===== config.mk =====
export PLATFORM = sky130hd
export DESIGN_NAME = http_date_to_epoch_parser_top
export DESIGN_NICKNAME = d
export VERILOG_FILES = /design/src/hdep_pkg.sv /design/src/hdep_ctrl.sv /design/src/hdep_dp.sv /design/src/http_date_to_epoch_parser_top.sv
export SDC_FILE = /design/constraint.sdc
export NUM_CORES = 2
export LEC_CHECK = 0
export ABC_AREA = 1
export BUFFER_PORTS_ARGS = -buffer_cell sky130_fd_sc_hd__buf_2
export CORE_ASPECT_RATIO = 0.7
export CORE_UTILIZATION = 45
export CTS_CLUSTER_DIAMETER = 80
export CTS_CLUSTER_SIZE = 30
export DETAILED_ROUTE_END_ITERATION = 10
export PLACE_DENSITY = 0.67
export RECOVER_POWER = 25
export SLEW_MARGIN = 20
export SYNTH_ARGS = -nofsm -noshare
export SYNTH_HDL_FRONTEND = slang
export SYNTH_HIERARCHICAL = 1
export SYNTH_SLANG_ARGS = --single-unit

===== constraint.sdc =====
create_clock -name i_clk -period 12.4 [get_ports i_clk]
set_input_delay 3.1 -clock i_clk [delete_from_list [all_inputs] [get_ports i_clk]]
set_output_delay 3.1 -clock i_clk [all_outputs]
set_load 0.02 [all_outputs]

===== src/hdep_pkg.sv =====
// Shared types, constants and helper functions for the HTTP date parser.
package hdep_pkg;

    localparam int unsigned NumW     = 16;
    localparam int unsigned EpochW   = 43;
    localparam int unsigned DaysW    = 27;
    localparam logic [NumW-1:0] NumMax = 16'hFFFF;

    // Value selected for the digit accumulator
    typedef enum logic [2:0] {
        FEED_NONE,
        FEED_DAY,
        FEED_YEAR,
        FEED_HOUR,
        FEED_MIN,
        FEED_SEC
    } t_feed;

    // Commands from controller to datapath
    typedef struct packed {
        logic  open_pre;    // reopen the number before feeding
        logic  open_post;   // reopen the number after feeding
        t_feed feed;
        logic  month_byte;
        logic  suffix;      // asctime form selected
        logic  calc1;
        logic  calc2;
        logic  calc3;
        logic  calc4;
        logic  load;
        logic  clr;
    } t_cmd;

    // Status from datapath to controller
    typedef struct packed {
        logic out_full;
    } t_sts;

    localparam logic [23:0] MonthNames [12] = '{
        24'h6A616E, 24'h666562, 24'h6D6172, 24'h617072,
        24'h6D6179, 24'h6A756E, 24'h6A756C, 24'h617567,
        24'h736570, 24'h6F6374, 24'h6E6F76, 24'h646563
    };

    function automatic logic is_sp(input logic [7:0] c);
        return (c == 8'h20) || (c >= 8'h09 && c <= 8'h0D);
    endfunction

    function automatic logic is_dig(input logic [7:0] c);
        return (c >= 8'h30) && (c <= 8'h39);
    endfunction

    function automatic logic [7:0] fold(input logic [7:0] c);
        return (c >= 8'h41 && c <= 8'h5A) ? c + 8'h20 : c;
    endfunction

    // (153*m - 457) / 5 for the shifted month m = 3..14
    function automatic logic [8:0] month_days(input logic [3:0] m);
        logic [8:0] d;
        case (m)
            4'd3:    d = 9'd0;
            4'd4:    d = 9'd31;
            4'd5:    d = 9'd61;
            4'd6:    d = 9'd92;
            4'd7:    d = 9'd122;
            4'd8:    d = 9'd153;
            4'd9:    d = 9'd184;
            4'd10:   d = 9'd214;
            4'd11:   d = 9'd245;
            4'd12:   d = 9'd275;
            4'd13:   d = 9'd306;
            4'd14:   d = 9'd337;
            default: d = 9'd0;
        endcase
        return d;
    endfunction

endpackage


===== src/hdep_ctrl.sv =====
// Controller: parse phase state machine and epoch calculation sequencer.
module hdep_ctrl (
    input  logic              i_clk,
    input  logic              i_rst_n,
    input  logic              i_valid,
    input  logic [7:0]        i_char_byte,
    input  logic              i_is_last,
    input  logic              i_stall,
    input  hdep_pkg::t_sts    i_sts,
    output logic              o_stall,
    output hdep_pkg::t_cmd    o_cmd
);

    typedef enum logic [3:0] {
        PH_LEAD_SP, PH_WEEK, PH_PRE_SP, PH_DAY, PH_MONTH, PH_THIRD, PH_THIRD_SP,
        PH_HOUR, PH_MINUTE, PH_SECOND, PH_TAIL_SP, PH_YEAR
    } t_phase;

    typedef enum logic [2:0] {
        ST_PARSE, ST_C1, ST_C2, ST_C3, ST_C4, ST_OUT
    } t_state;

    t_phase r_phase, n_phase, eff;
    t_state r_state, n_state;
    logic   r_suffix, n_suffix;
    logic   sp, dig, dash, comma, colon, take, open_pre;
    hdep_pkg::t_cmd cmd;

    assign sp    = hdep_pkg::is_sp(i_char_byte);
    assign dig   = hdep_pkg::is_dig(i_char_byte);
    assign dash  = (i_char_byte == 8'h2D);
    assign comma = (i_char_byte == 8'h2C);
    assign colon = (i_char_byte == 8'h3A);
    assign take  = i_valid && (r_state == ST_PARSE);

    // Byte decode: skip phases fall through to their successor on a non-space byte
    always_comb begin
        eff      = r_phase;
        open_pre = 1'b0;
        n_suffix = r_suffix;
        if (!sp) begin
            unique case (r_phase)
                PH_LEAD_SP: eff = PH_WEEK;
                PH_PRE_SP: begin
                    if (dig) begin
                        eff      = PH_DAY;
                        open_pre = 1'b1;
                        n_suffix = 1'b0;
                    end else begin
                        eff = PH_MONTH;
                    end
                end
                PH_THIRD_SP: begin
                    eff      = PH_HOUR;
                    open_pre = 1'b1;
                end
                PH_TAIL_SP: begin
                    eff      = PH_YEAR;
                    open_pre = 1'b1;
                end
                default: eff = r_phase;
            endcase
        end

        cmd            = '0;
        cmd.suffix     = r_suffix;
        cmd.open_pre   = open_pre;
        n_phase        = eff;
        unique case (eff)
            PH_WEEK:   if (comma || sp) n_phase = PH_PRE_SP;
            PH_DAY: begin
                cmd.feed = hdep_pkg::FEED_DAY;
                if (dash || sp) n_phase = PH_MONTH;
            end
            PH_MONTH: begin
                cmd.month_byte = 1'b1;
                if (dash || sp) begin
                    cmd.open_post = 1'b1;
                    n_phase       = PH_THIRD;
                end
            end
            PH_THIRD: begin
                cmd.feed = r_suffix ? hdep_pkg::FEED_DAY : hdep_pkg::FEED_YEAR;
                if (sp) n_phase = PH_THIRD_SP;
            end
            PH_HOUR: begin
                cmd.feed = hdep_pkg::FEED_HOUR;
                if (colon) begin
                    cmd.open_post = 1'b1;
                    n_phase       = PH_MINUTE;
                end
            end
            PH_MINUTE: begin
                cmd.feed = hdep_pkg::FEED_MIN;
                if (colon) begin
                    cmd.open_post = 1'b1;
                    n_phase       = PH_SECOND;
                end
            end
            PH_SECOND: begin
                cmd.feed = hdep_pkg::FEED_SEC;
                if (r_suffix && sp) n_phase = PH_TAIL_SP;
            end
            PH_YEAR:   cmd.feed = hdep_pkg::FEED_YEAR;
            default:   n_phase = eff;
        endcase

        // Only drive byte commands on an accepted byte
        if (!take) begin
            cmd.feed       = hdep_pkg::FEED_NONE;
            cmd.month_byte = 1'b0;
            cmd.open_pre   = 1'b0;
            cmd.open_post  = 1'b0;
            n_phase        = r_phase;
            n_suffix       = r_suffix;
        end

        // Calculation sequence
        n_state = r_state;
        unique case (r_state)
            ST_PARSE: if (take && i_is_last) n_state = ST_C1;
            ST_C1: begin
                cmd.calc1 = 1'b1;
                n_state   = ST_C2;
            end
            ST_C2: begin
                cmd.calc2 = 1'b1;
                n_state   = ST_C3;
            end
            ST_C3: begin
                cmd.calc3 = 1'b1;
                n_state   = ST_C4;
            end
            ST_C4: begin
                cmd.calc4 = 1'b1;
                cmd.clr   = 1'b1;
                n_phase   = PH_LEAD_SP;
                n_suffix  = 1'b1;
                n_state   = ST_OUT;
            end
            ST_OUT: begin
                if (!i_sts.out_full || !i_stall) begin
                    cmd.load = 1'b1;
                    n_state  = ST_PARSE;
                end
            end
            default: n_state = ST_PARSE;
        endcase
    end

    // State registers
    always_ff @(posedge i_clk) begin
        if (!i_rst_n) begin
            r_state  <= ST_PARSE;
            r_phase  <= PH_LEAD_SP;
            r_suffix <= 1'b1;
        end else begin
            r_state  <= n_state;
            r_phase  <= n_phase;
            r_suffix <= n_suffix;
        end
    end

    assign o_stall = (r_state != ST_PARSE);
    assign o_cmd   = cmd;

endmodule


===== src/hdep_dp.sv =====
// Datapath: number accumulators, month window and epoch arithmetic.
module hdep_dp (
    input  logic                        i_clk,
    input  logic                        i_rst_n,
    input  logic [7:0]                  i_char_byte,
    input  logic                        i_stall,
    input  hdep_pkg::t_cmd              i_cmd,
    output hdep_pkg::t_sts              o_sts,
    output logic                        o_valid,
    output logic signed [hdep_pkg::EpochW-1:0] o_epoch_seconds,
    output logic                        o_status
);

    localparam int unsigned W = hdep_pkg::NumW;

    logic [W-1:0]  r_day, r_year, r_hour, r_min, r_sec;
    logic [W-1:0]  n_day, n_year, n_hour, n_min, n_sec;
    logic [3:0]    r_month, n_month;
    logic [23:0]   r_win, n_win;
    logic [1:0]    r_wcnt, n_wcnt;
    logic          r_open, n_open, open_eff;
    logic [W-1:0]  cur, fed;
    logic [W+3:0]  acc;
    logic          delim;

    // Calculation registers
    logic [W-1:0]  r_y;
    logic [3:0]    r_m;
    logic          r_bad;
    logic [9:0]    r_q100;
    logic [24:0]   r_y365;
    logic [8:0]    r_mtab;
    logic signed [hdep_pkg::DaysW-1:0] r_days;
    logic signed [hdep_pkg::EpochW:0]  r_pd;
    logic [27:0]   r_ph;
    logic [21:0]   r_pm;
    logic [W-1:0]  r_ps;
    logic          r_bad2;
    logic          r_out_valid;
    logic signed [hdep_pkg::EpochW-1:0] r_out_epoch;
    logic          r_out_status;

    logic [W-1:0]  y_base;
    logic [28:0]   q_prod;
    logic signed [hdep_pkg::EpochW:0] sum;
    logic [3:0]    match;

    // Digit accumulation for the selected field
    always_comb begin
        unique case (i_cmd.feed)
            hdep_pkg::FEED_DAY:  cur = r_day;
            hdep_pkg::FEED_YEAR: cur = r_year;
            hdep_pkg::FEED_HOUR: cur = r_hour;
            hdep_pkg::FEED_MIN:  cur = r_min;
            hdep_pkg::FEED_SEC:  cur = r_sec;
            default:             cur = '0;
        endcase
        acc      = {4'd0, cur} * 20'd10 + {16'd0, i_char_byte[3:0]};
        fed      = (acc > {4'd0, hdep_pkg::NumMax}) ? hdep_pkg::NumMax : acc[W-1:0];
        open_eff = r_open | i_cmd.open_pre;
        n_open   = open_eff;
        n_day    = r_day;
        n_year   = r_year;
        n_hour   = r_hour;
        n_min    = r_min;
        n_sec    = r_sec;
        if (i_cmd.feed != hdep_pkg::FEED_NONE && open_eff) begin
            if (hdep_pkg::is_dig(i_char_byte)) begin
                unique case (i_cmd.feed)
                    hdep_pkg::FEED_DAY:  n_day  = fed;
                    hdep_pkg::FEED_YEAR: n_year = fed;
                    hdep_pkg::FEED_HOUR: n_hour = fed;
                    hdep_pkg::FEED_MIN:  n_min  = fed;
                    hdep_pkg::FEED_SEC:  n_sec  = fed;
                    default:             n_day  = r_day;
                endcase
            end else begin
                n_open = 1'b0;
            end
        end
        if (i_cmd.open_post) n_open = 1'b1;
    end

    // Month window: three folded letters, matched on the following byte
    always_comb begin
        delim = (i_char_byte == 8'h2D) || hdep_pkg::is_sp(i_char_byte);
        match = '0;
        for (int i = 0; i < 12; i++) begin
            if (r_win == hdep_pkg::MonthNames[i]) match = 4'(i + 1);
        end
        n_win   = r_win;
        n_wcnt  = r_wcnt;
        n_month = r_month;
        if (i_cmd.month_byte) begin
            if (r_wcnt == 2'd3) begin
                n_month = match;
            end else if (!delim) begin
                n_win  = {r_win[15:0], hdep_pkg::fold(i_char_byte)};
                n_wcnt = r_wcnt + 2'd1;
            end
        end
    end

    always_ff @(posedge i_clk) begin
        if (!i_rst_n || i_cmd.clr) begin
            r_open  <= 1'b1;
            r_day   <= '0;
            r_year  <= '0;
            r_hour  <= '0;
            r_min   <= '0;
            r_sec   <= '0;
            r_month <= '0;
            r_win   <= '0;
            r_wcnt  <= '0;
        end else begin
            r_open  <= n_open;
            r_day   <= n_day;
            r_year  <= n_year;
            r_hour  <= n_hour;
            r_min   <= n_min;
            r_sec   <= n_sec;
            r_month <= n_month;
            r_win   <= n_win;
            r_wcnt  <= n_wcnt;
        end
    end

    // Epoch arithmetic, one stage per command
    assign y_base = (r_year < 16'd100)
                  ? r_year + (i_cmd.suffix ? 16'd1900 : 16'd2000) : r_year;
    // y/100 as (y/4)/25, reciprocal exact over the full 16-bit range
    assign q_prod = {15'd0, r_y[15:2]} * 29'd20972;
    assign sum    = r_pd + $signed({16'd0, r_ph}) + $signed({22'd0, r_pm})
                  + $signed({28'd0, r_ps});

    always_ff @(posedge i_clk) begin
        if (i_cmd.calc1) begin
            r_bad <= (r_month == 4'd0);
            if (r_month < 4'd3) begin
                r_y <= y_base - 16'd1;
                r_m <= r_month + 4'd12;
            end else begin
                r_y <= y_base;
                r_m <= r_month;
            end
        end
        if (i_cmd.calc2) begin
            r_q100 <= q_prod[28:19];
            r_y365 <= {9'd0, r_y} * 25'd365;
            r_mtab <= hdep_pkg::month_days(r_m);
        end
        if (i_cmd.calc3) begin
            r_days <= $signed({11'd0, r_day}) + $signed({18'd0, r_mtab})
                    + $signed({2'd0, r_y365}) + $signed({13'd0, r_y[15:2]})
                    - $signed({17'd0, r_q100}) + $signed({19'd0, r_q100[9:2]})
                    - 27'sd719469;
        end
        if (i_cmd.calc4) begin
            r_pd   <= 44'(r_days * 44'sd86400);
            r_ph   <= {12'd0, r_hour} * 28'd3600;
            r_pm   <= {6'd0, r_min} * 22'd60;
            r_ps   <= r_sec;
            r_bad2 <= r_bad;
        end
        if (i_cmd.load) begin
            r_out_epoch  <= r_bad2 ? '0 : sum[hdep_pkg::EpochW-1:0];
            r_out_status <= r_bad2;
        end
    end

    // Output word register
    always_ff @(posedge i_clk) begin
        if (!i_rst_n) begin
            r_out_valid <= 1'b0;
        end else if (i_cmd.load) begin
            r_out_valid <= 1'b1;
        end else if (!i_stall) begin
            r_out_valid <= 1'b0;
        end
    end

    assign o_sts.out_full  = r_out_valid;
    assign o_valid         = r_out_valid;
    assign o_epoch_seconds = r_out_epoch;
    assign o_status        = r_out_status;

endmodule


===== src/http_date_to_epoch_parser_top.sv =====
// Top level of the HTTP date to epoch seconds parser.
// Usage:
//   Input channel: one character word per accepted cycle (i_char_byte, i_is_last).
//   A word is accepted when i_valid is high and o_stall is low.
//   Output channel: one word per string (o_epoch_seconds, o_status), taken when
//   o_valid is high and i_stall is low.
// Throughput: one character per cycle while parsing. The word marked last starts
//   a five-stage epoch calculation (year/month adjust, divide-by-100 and 365*y
//   multipliers, day sum, 86400/3600/60 multipliers, final add); the input is
//   stalled while the calculation runs.
// Receiver stall: the result stays in the output register; a following result
//   waits in the final stage, holding o_stall high, until the register is free.
// Reset: synchronous active-low i_rst_n returns the parser to skipping leading
//   white space and drops any pending result.
module http_date_to_epoch_parser_top (
    input  logic        i_clk,
    input  logic        i_rst_n,
    input  logic        i_valid,
    output logic        o_stall,
    input  logic [7:0]  i_char_byte,
    input  logic        i_is_last,
    output logic        o_valid,
    input  logic        i_stall,
    output logic signed [hdep_pkg::EpochW-1:0] o_epoch_seconds,
    output logic        o_status
);

    hdep_pkg::t_cmd cmd;
    hdep_pkg::t_sts sts;

    hdep_ctrl u_ctrl (
        .i_clk       (i_clk),
        .i_rst_n     (i_rst_n),
        .i_valid     (i_valid),
        .i_char_byte (i_char_byte),
        .i_is_last   (i_is_last),
        .i_stall     (i_stall),
        .i_sts       (sts),
        .o_stall     (o_stall),
        .o_cmd       (cmd)
    );

    hdep_dp u_dp (
        .i_clk           (i_clk),
        .i_rst_n         (i_rst_n),
        .i_char_byte     (i_char_byte),
        .i_stall         (i_stall),
        .i_cmd           (cmd),
        .o_sts           (sts),
        .o_valid         (o_valid),
        .o_epoch_seconds (o_epoch_seconds),
        .o_status        (o_status)
    );

    // The last character always starts the calculation
    a_last_busy: assert property (@(posedge i_clk) disable iff (!i_rst_n)
        i_valid && !o_stall && i_is_last |=> o_stall)
        else $error("parser not busy after last character");

    // An unknown month gives zero seconds
    a_bad_zero: assert property (@(posedge i_clk) disable iff (!i_rst_n)
        o_valid && o_status |-> o_epoch_seconds == '0)
        else $error("nonzero seconds with unknown month");

    // No result straight out of reset
    a_rst_quiet: assert property (@(posedge i_clk)
        !i_rst_n |=> !o_valid)
        else $error("result valid after reset");

endmodule


==> flow_metrics.py <==
metrics = {
    "placed_design": {
        "gp_congestion": 0.943,
        "dp_cells": 5146,
        "port_buffers": 58,
        "dp_hpwl_um": 70400,
        "place_area_um2": 37000,
    },
    "detailed_routing": {
        "drt_pass1_iterations": 6,
        "wl_um": 84900,
        "ant_nets": 0,
        "vias": 26933,
        "wl_per_cell_um": 16.4,
        "dr.first_iter.drc_count": 2410,
        "routed_via_density": 5.20,
        "route.detailed.drc": 0,
    },
    "flow_run": {
        "max_cap_viol_count": 3,
    },
    "yosys": {
        "synth_common_cells": "inv_1 (861), nand2_1 (570), ha_1 (503)",
        "yosysUniqueCellTypes": 55,
        "post-synth-top-count-cell": "inv_1",
        "synth.largest_area_cell": "edfxtp_1",
        "ys.flop_type": "edfxtp_1",
        "yosysTopAreaCellShare": 0.197,
        "yosys-top-cells-area": "edfxtp_1 (20%), ha_1 (18%), fa_1 (17%)",
        "ys_async_sr_fraction": 0,
        "synth_edf_count": 233,
        "seq_area_frac_synth": 0.264,
        "yosysWarnings": 6,
        "netlist_area_um2": 35600,
        "synth-seq-cells": 353,
        "syn_inst": 4086,
        "syn_area_per_cell_um2": 8.71,
        "syn_nets": 4913,
    },
    "sta": {
        "fin_crit_sh": 0.783,
        "rsz0062_at_grt": "no",
        "timing.clock.skew_ps": 31.4,
        "slew_violations": 101,
        "layout_min_cycle_time_ps": 9710,
        "fmax_mhz": 103,
        "hold_violations": 0,
        "setup_viol": 0,
        "timing.slew.headroom": -0.818,
        "setup_tns_ps": 0,
        "tightest_slew_ps": 2730,
    },
    "finish": {
        "syn_to_final_growth_pct": 6.05,
        "fillers": 7385,
        "final_nets": 4951,
        "fin_area_um2": 37800,
        "final_cell_count_no_fill": 5182,
        "layout-drive-gt1-share": 0.0420,
        "finish.utilization": 0.486,
        "n_antenna_cell": 0,
    },
    "worst_setup_path": {
        "end_kind": "register",
        "crit_path_frequent_cell": "nand2_1",
        "cp.arrival_ps": 10200,
        "rr_worst_depth": 34,
        "critical_path_required_ps": 12890,
        "critical_path.slowest_cell": "a21oi_1",
        "crit_start": "i_char_byte[1]",
        "timing.critical_path.to": "u_dp/r_hour[10]$_SDFFE_PP0P_",
        "critPathKind": "input port to register",
        "path_max_fanout": 53,
        "r2r-start": "u_ctrl/r_state[0]$_SDFFE_PN0P_",
        "slowest_delay_ps": 630,
        "reg2reg_slack_ps": 4810,
        "reg2reg_to": "u_dp/r_hour[10]$_SDFFE_PP0P_",
        "critPathLaunchType": "input port",
    },
    "global_route": {
        "gr-total-overflow": 0,
        "grt_pass1_wl_um": 136000,
        "grt_use_total": 0.211,
        "grt_pass1_vias": 25245,
        "grt_max_degree": 81,
        "antenna_found_initial": 1,
    },
    "clock_tree": {
        "cts_buffers": 20,
        "cts_tree": "yes",
        "cts.path.max_buffers": 3,
        "clock_sinks": 353,
        "ctsResizeCount": 0,
        "clkSlewWorstSetupHoldPaths_ps": 120,
        "insertion_delay_ps": 590,
        "postCtsSetupBuffers": 0,
        "cts_root_buffer": "clkbuf_16",
        "htreeDepth": 1,
        "hold_buffers": 0,
    },
    "floorplanning": {
        "rows": 85,
        "die_area_um2": 80300,
        "start_util": 0.459,
        "die_x_um": 338,
        "core_area_um2": 77600,
        "chipHeight_um": 237,
        "io_pins": 59,
    },
    "outcome": {
        "status": "finished, violations left",
        "violations": "capacitance limit, slew limit",
    },
    "worst_hold_path": {
        "hold_class": "register to register",
    },
}
[per-layer routing]
layer	GRT usage	vias to the layer above	wire length (µm)
li1	-	13414	-
met1	0.330	12635	43100
met2	0.303	805	34000
met3	0.0386	79	6430
met4	0.0333	0	1360
met5	0	-	0
[cell families (layout without fill, tap and decap cells)]
logic type      count (synthesis)  after routing  synth area share
simple gates                 1212           1212             0.150
buf+inv                       940            992             0.102
flops                         353            353             0.264
xor+xnor                      145            145            0.0357
compound gates                622            622            0.0962
fa+ha+maj                     814            814             0.352
[cell type report]
cell class / count / area [µm²] / area share
sequential: 353 / 9400 / 0.249
multi-input combinational: 2793 / 22600 / 0.598
clock inverter: 13 / 219 / 0.00580
tap: 1044 / 1310 / 0.0346
inverter: 884 / 3320 / 0.0879
timing repair buffer: 72 / 377 / 0.00998
clock buffer: 23 / 554 / 0.0147
[critical path: cells and delay by family]
family / cells / cell delay [ps]
buf+inv: 6 / 1390
fa+ha+maj: 3 / 890
compound gates: 4 / 990
simple gates: 26 / 3790
[how the worst min path moves through the flow]
stage | startpoint | endpoint | slack, ps | cells after the start
after detailed placement | u_dp/r_sec[5]$_SDFFE_PP0P_ | u_dp/r_ps[5]$_DFFE_PP_ | 420 | 0
after global routing | u_dp/r_sec[5]$_SDFFE_PP0P_ | u_dp/r_ps[5]$_DFFE_PP_ | 480 | 0
after CTS | u_dp/r_sec[5]$_SDFFE_PP0P_ | u_dp/r_ps[5]$_DFFE_PP_ | 460 | 0
after floorplan | u_dp/r_bad$_DFFE_PP_ | u_dp/r_bad2$_DFFE_PP_ | 400 | 0
final | u_dp/r_sec[5]$_SDFFE_PP0P_ | u_dp/r_ps[5]$_DFFE_PP_ | 470 | 0
after global placement | u_dp/r_sec[5]$_SDFFE_PP0P_ | u_dp/r_ps[5]$_DFFE_PP_ | 420 | 0
[per-stage QoR]
step | setup WS, ps | hold WS, ps
floorplan | 4440 | 400
global placement | 2480 | 421
detailed placement | 2350 | 425
CTS | 2950 | 465
global route | 2070 | 476
finish | 2690 | 469
[registers in the layout (all words and copies together), names as in the netlist, 20 cells and up]
signal / count
u_dp/r_pd: 36
u_dp/r_win: 24
u_dp/o_epoch_seconds: 43
u_dp/r_y365: 25
u_dp/r_pm: 20
u_dp/r_days: 27
u_dp/r_ph: 24
[cells in the final DEF, fill, tap and decap left out, types with 8 or more instances in the layout]
master / synthesis / layout
inv_1: 861 / 860
nand2_1: 570 / 570
ha_1: 503 / 503
a21oi_1: 319 / 319
fa_1: 311 / 311
nor2_1: 284 / 282
edfxtp_1: 233 / 233
o21ai_0: 168 / 168
nand3_1: 130 / 130
nand4_1: 122 / 122
dfxtp_1: 120 / 120
xor2_1: 99 / 99
buf_2: 3 / 58
xnor2_1: 46 / 46
nor3_1: 40 / 39
clkbuf_16: 0 / 22
inv_2: 19 / 20
o22ai_1: 17 / 17
nor4_1: 16 / 16
o21a_1: 15 / 15
a31oi_1: 14 / 14
nor2_2: 11 / 13
o21bai_1: 13 / 13
nand2_2: 12 / 12
a211oi_1: 12 / 12
a21boi_0: 11 / 11
a21o_1: 10 / 10
buf_4: 12 / 9
o31ai_1: 8 / 8
o21ai_1: 8 / 8
Power is left out: the tool's default activity adds up to more than one toggle a clock period on the data nets, which glitch-free logic cannot reach.
